==> config.mk <==
export PLATFORM = sky130hd
export DESIGN_NAME = bpa_bit_find
export DESIGN_NICKNAME = d
export VERILOG_FILES = /design/src/hw/rtl/bpa_pkg.sv /design/src/hw/rtl/bpa_bit_find.sv
export SDC_FILE = /design/constraint.sdc
export NUM_CORES = 1
export LEC_CHECK = 0
export ABC_AREA = 1
export CAP_MARGIN = 10
export CORE_MARGIN = 3
export CORE_UTILIZATION = 63
export DETAILED_ROUTE_END_ITERATION = 8
export DONT_BUFFER_PORTS = 1
export PLACE_DENSITY = 0.79
export SKIP_LAST_GASP = 1
export SLEW_MARGIN = 25
export SYNTH_ARGS = -nofsm -noshare
export SYNTH_HDL_FRONTEND = slang
export SYNTH_SLANG_ARGS = --single-unit
export TNS_END_PERCENT = 30
==> constraint.sdc <==
create_clock -name vclk -period 1.4
set_input_delay 0.14 -clock vclk [all_inputs]
set_output_delay 0.14 -clock vclk [all_outputs]
set_load 0.01 [all_outputs]
==> src/hw/rtl/bpa_pkg.sv <==
// Shared types and constants for the bitmap page allocator.
// Depends on nothing; bpa_bit_find and bitmap_page_allocator_unit import it.
package bpa_pkg;

    localparam int MAP_WORDS  = 1024;
    localparam int WORD_BITS  = 32;
    localparam int BIT_W      = 5;
    localparam int PAGE_W     = 15;
    localparam int WORD_IDX_W = (MAP_WORDS > 1) ? $clog2(MAP_WORDS) : 1;

    localparam logic MODE_ALLOC = 1'b0;
    localparam logic MODE_FREE  = 1'b1;

    typedef enum logic [1:0] {
        ST_OK    = 2'd0,
        ST_EMPTY = 2'd1,
        ST_RANGE = 2'd2
    } t_status;

    typedef struct packed {
        logic              mode;
        logic [PAGE_W-1:0] page_number;
    } t_in_word;

    typedef struct packed {
        logic [PAGE_W-1:0] page_index;
        t_status           status;
    } t_out_word;

    // Result of the lowest-set-bit search on one bitmap word.
    typedef struct packed {
        logic                 found;
        logic [BIT_W-1:0]     bit_idx;
        logic [WORD_BITS-1:0] cleared;
    } t_find;

endpackage

==> src/hw/rtl/bpa_bit_find.sv <==
// Lowest-set-bit finder for one bitmap word: index and the word with that bit cleared.
// Depends on bpa_pkg.
module bpa_bit_find
    import bpa_pkg::*;
(
    input  logic [WORD_BITS-1:0] i_word,
    output t_find                o_find
);

    logic [WORD_BITS-1:0] low_bit;
    logic [BIT_W-1:0]     idx;

    // Two's complement isolates the lowest set bit; the one-hot is then encoded.
    assign low_bit = i_word & (~i_word + WORD_BITS'(1));

    always_comb begin
        idx = '0;
        for (int i = 0; i < WORD_BITS; i++) begin
            if (low_bit[i]) begin
                idx = idx | BIT_W'(i);
            end
        end
    end

    assign o_find.found   = |i_word;
    assign o_find.bit_idx = idx;
    assign o_find.cleared = i_word & ~low_bit;

endmodule

Word level (Yosys, flattened, before mapping)
Cells that the tools add are included.
- add/sub/neg operators: 1
- multiplexer cells: 31
- bitwise logic cells: 4
- reduce and logical (&&, ||, !) cells: 1
- operator list (kind ; count):
    5-bit two-way mux ; 16
    32-bit AND ; 2
    32-bit inverter ; 2
    32-bit by 1-bit adder with 32-bit output, second input constant ; 1
    4-bit two-way mux ; 8
    32-bit OR reduction ; 1
    3-bit two-way mux ; 4
    2-bit two-way mux ; 2
    1-bit two-way mux ; 1
- flip-flop bits (word level): 0
- bits of input ports: 32
- output and inout port bits: 38
- logic and storage cells: 37

Longest topological paths before layout
- depth in word-level cells: 34
- depth in mapped cells: 11
- gate-level depth less buffers: 11

Least setup slack after synthesis
No wires, ideal clock.
- kind: input to output
- start: in i_word[2]
- end: out o_find[33] in the netlist's numbering
- arrival time: 1.060 ns
- data required time: 1.260 ns
- slack: 0.200 ns
- stages on the path: 9
- path buffers: 0
- cells stage by stage: nor2_2 > nand2_4 > nor2_4 > nand2_2 > nor2_2 > nand2_1 > nand3b_1 > nor3_1 > nand2_1
- RTL lines (item ; line ; source):
    start: declaration ; bpa_bit_find.sv:6 ; input logic [WORD_BITS-1:0] i_word,
    end: declaration ; bpa_bit_find.sv:7 ; output t_find o_find

==> impl_metrics.ini <==
[setup_path]
critPathSlowestCell = nor2_1
end_kind = output pin
path_max_fanout = 4
max_stage_delay_ns = 0.19
crit_path_frequent_cell = nor2_1
path_buf_inv = 0
path_delay_family = simple AND/OR/NAND/NOR gates
crit_chain = nor2_1, nand2_1, nor2_4, nand2_4, nor2_2, nand3b_1, nor2_1, nand4_1
cp.arrival_ns = 1.28
worst_setup_path_start_kind = input pin
path_class = in2out
cp.required_ns = 1.26

[sta]
timing.fmax_mhz = 706
hold_violations = 0
fin_crit_ns = 1.42
finalCritPeriodShare_pct = 101
finalSetupTns_ns = -0.0290
finalWorstSetupSlack_ns = -0.0162
rsz0062_at_grt = true
slew_viol_final = 0
setup_viol = 4

[floorplanning]
io_pins = 70
dieArea_um2 = 2670
core-area_um2 = 1840
die_h_um = 51.7
rows = 15
initial_core_util_pct = 71.6
dieWidth_um = 51.7

[power]
leakage_nw = 0.907
p_per_area_nw_per_um2 = 144
p_total_uw = 209
vdd_drop_max_uv = 153

[grt]
grt_pass1_wl_mm = 6.76
antenna_found_initial = 0
grt_start_max_net_pins = 10
grt_util_all_layers_pct = 32.4
grtUsageMet3_pct = 4.87
grt_pass1_vias = 1561
overflow = 0
globalRouteMet2Util_pct = 55.5
top_usage_layer = met2
grtUsageMet1_pct = 44.2

[synth]
ys_top_cells_by_area = nor2_1, nand2_1, inv_1, nand3_1, nor2_2
synth_top_cell_by_area = nor2_1
yosysWarningCount = 0
synth_area_um2 = 1320
syn_nets = 324
synth_top_cell_area_share_pct = 21.4
syn_avg_cell_area_um2 = 4.51
synth.most_common_cell = nor2_1
synth_common_cells = nor2_1, nand2_1, inv_1, nand3_1, nor2_2
syn_inst = 292
synth-seq-area-share_pct = 0
synth_cell_types = 23

[layout]
nFillCells = 162
multi_input_area_um2 = 1140
seq_cells = 0
regArea_um2 = 0
nClkBuffers = 0
final_core_util_pct = 79.0
layout.nets = 330
drive_gt1_share_pct = 15.9
areaGrowthSynthToFinish_pct = 10.4
num_antenna_cells = 0
fin_cells = 321

[detailed_routing]
vias_per_cell = 5.56
finalWirelength_mm = 4.42
first_pass_iters = 5
vias = 1786
drc = 0
wl_per_cell_um = 13.8
final_antenna_net_count = 0
drtIter0Drc = 139

[flow_run]
maxCapViolCount = 0

[status]
violations = setup timing
outcome = finished, violations left

[placement]
dp_cells = 320
portBuffers = 0
place.gp.congestion = 0.957
place_ws_ns = -0.0634
dp_hpwl_mm = 3.66

[hold_path]
hold_class = in2out
## kinds of logic (layout without fill, tap and decap cells)
kind of cell,after synthesis,after routing,synth area share [%]
AND/OR/NAND/NOR,208,208,73.6
buffers and inverters,66,70,19.1
AO/OA/AOI/OAI,17,17,7.03
other,1,1,0.285
## power by group
| part | internal (mW) | switching, mW | leakage (nW) |
|---|---|---|---|
| combinational | 0.0602 | 0.149 | 0.907 |
| sequential | 0 | 0 | 0 |
| clock | 0 | 0 | 0 |
## layout by cell type (no fill, tap or decap)
cell type,instances
inv_1,64
buf_4,5
a21boi_0,2
conb_1,1
nor2_4,6
clkinv_1,1
nor3_2,1
a31oi_1,1
nor2_1,62
o22ai_1,1
nor2_2,19
nor3_1,5
nand2_4,3
a21oi_1,6
nand3_2,1
nand3_1,19
nand2_1,67
nor2_8,2
o21ai_0,7
nand4_1,9
nand3_4,1
nand3b_1,3
nor2b_1,1
nand2_2,9
## path summary, 6_finish.rpt
check | to | slack [ns] | start | cells past startpoint
worst max-delay path | o_find[32] | -0.02 | i_word[10] | 8
worst min-delay path | o_find[7] | 0.37 | i_word[7] | 2
## layer usage
layer	vias to the layer above	wire [µm]
li1	891	-
met1	748	1750
met2	137	1960
met3	10	641
met4	0	69
met5	-	0
## stage by stage
| step | hold WS [ns] | cell area, µm² |
|---|---|---|
| 5_1_grt | 0.389 | 1450 |
| 3_5_place_dp | 0.372 | 1370 |
| 4_1_cts | 0.373 | 1390 |
| 2_1_floorplan | 0.367 | 1320 |
| 3_3_place_gp | 0.372 | 1370 |
| 6_report | 0.373 | 1450 |
## cell type report
cell class | instances | area share, %
inverter | 65 | 16.8
multi-input combinational | 226 | 78.5
tap | 25 | 2.15
timing repair buffer | 5 | 2.58
## timing repair
| item | in CTS | in global routing |
|---|---|---|
| resized for setup | 3 | 20 |
| setup endpoints to repair | 4 | 9 |
| pin swaps | 0 | 3 |
| buffers inserted | 0 | 1 |
| hold buffers | 0 | 0 |
Note: power is estimated with default switching activity, not from simulation.
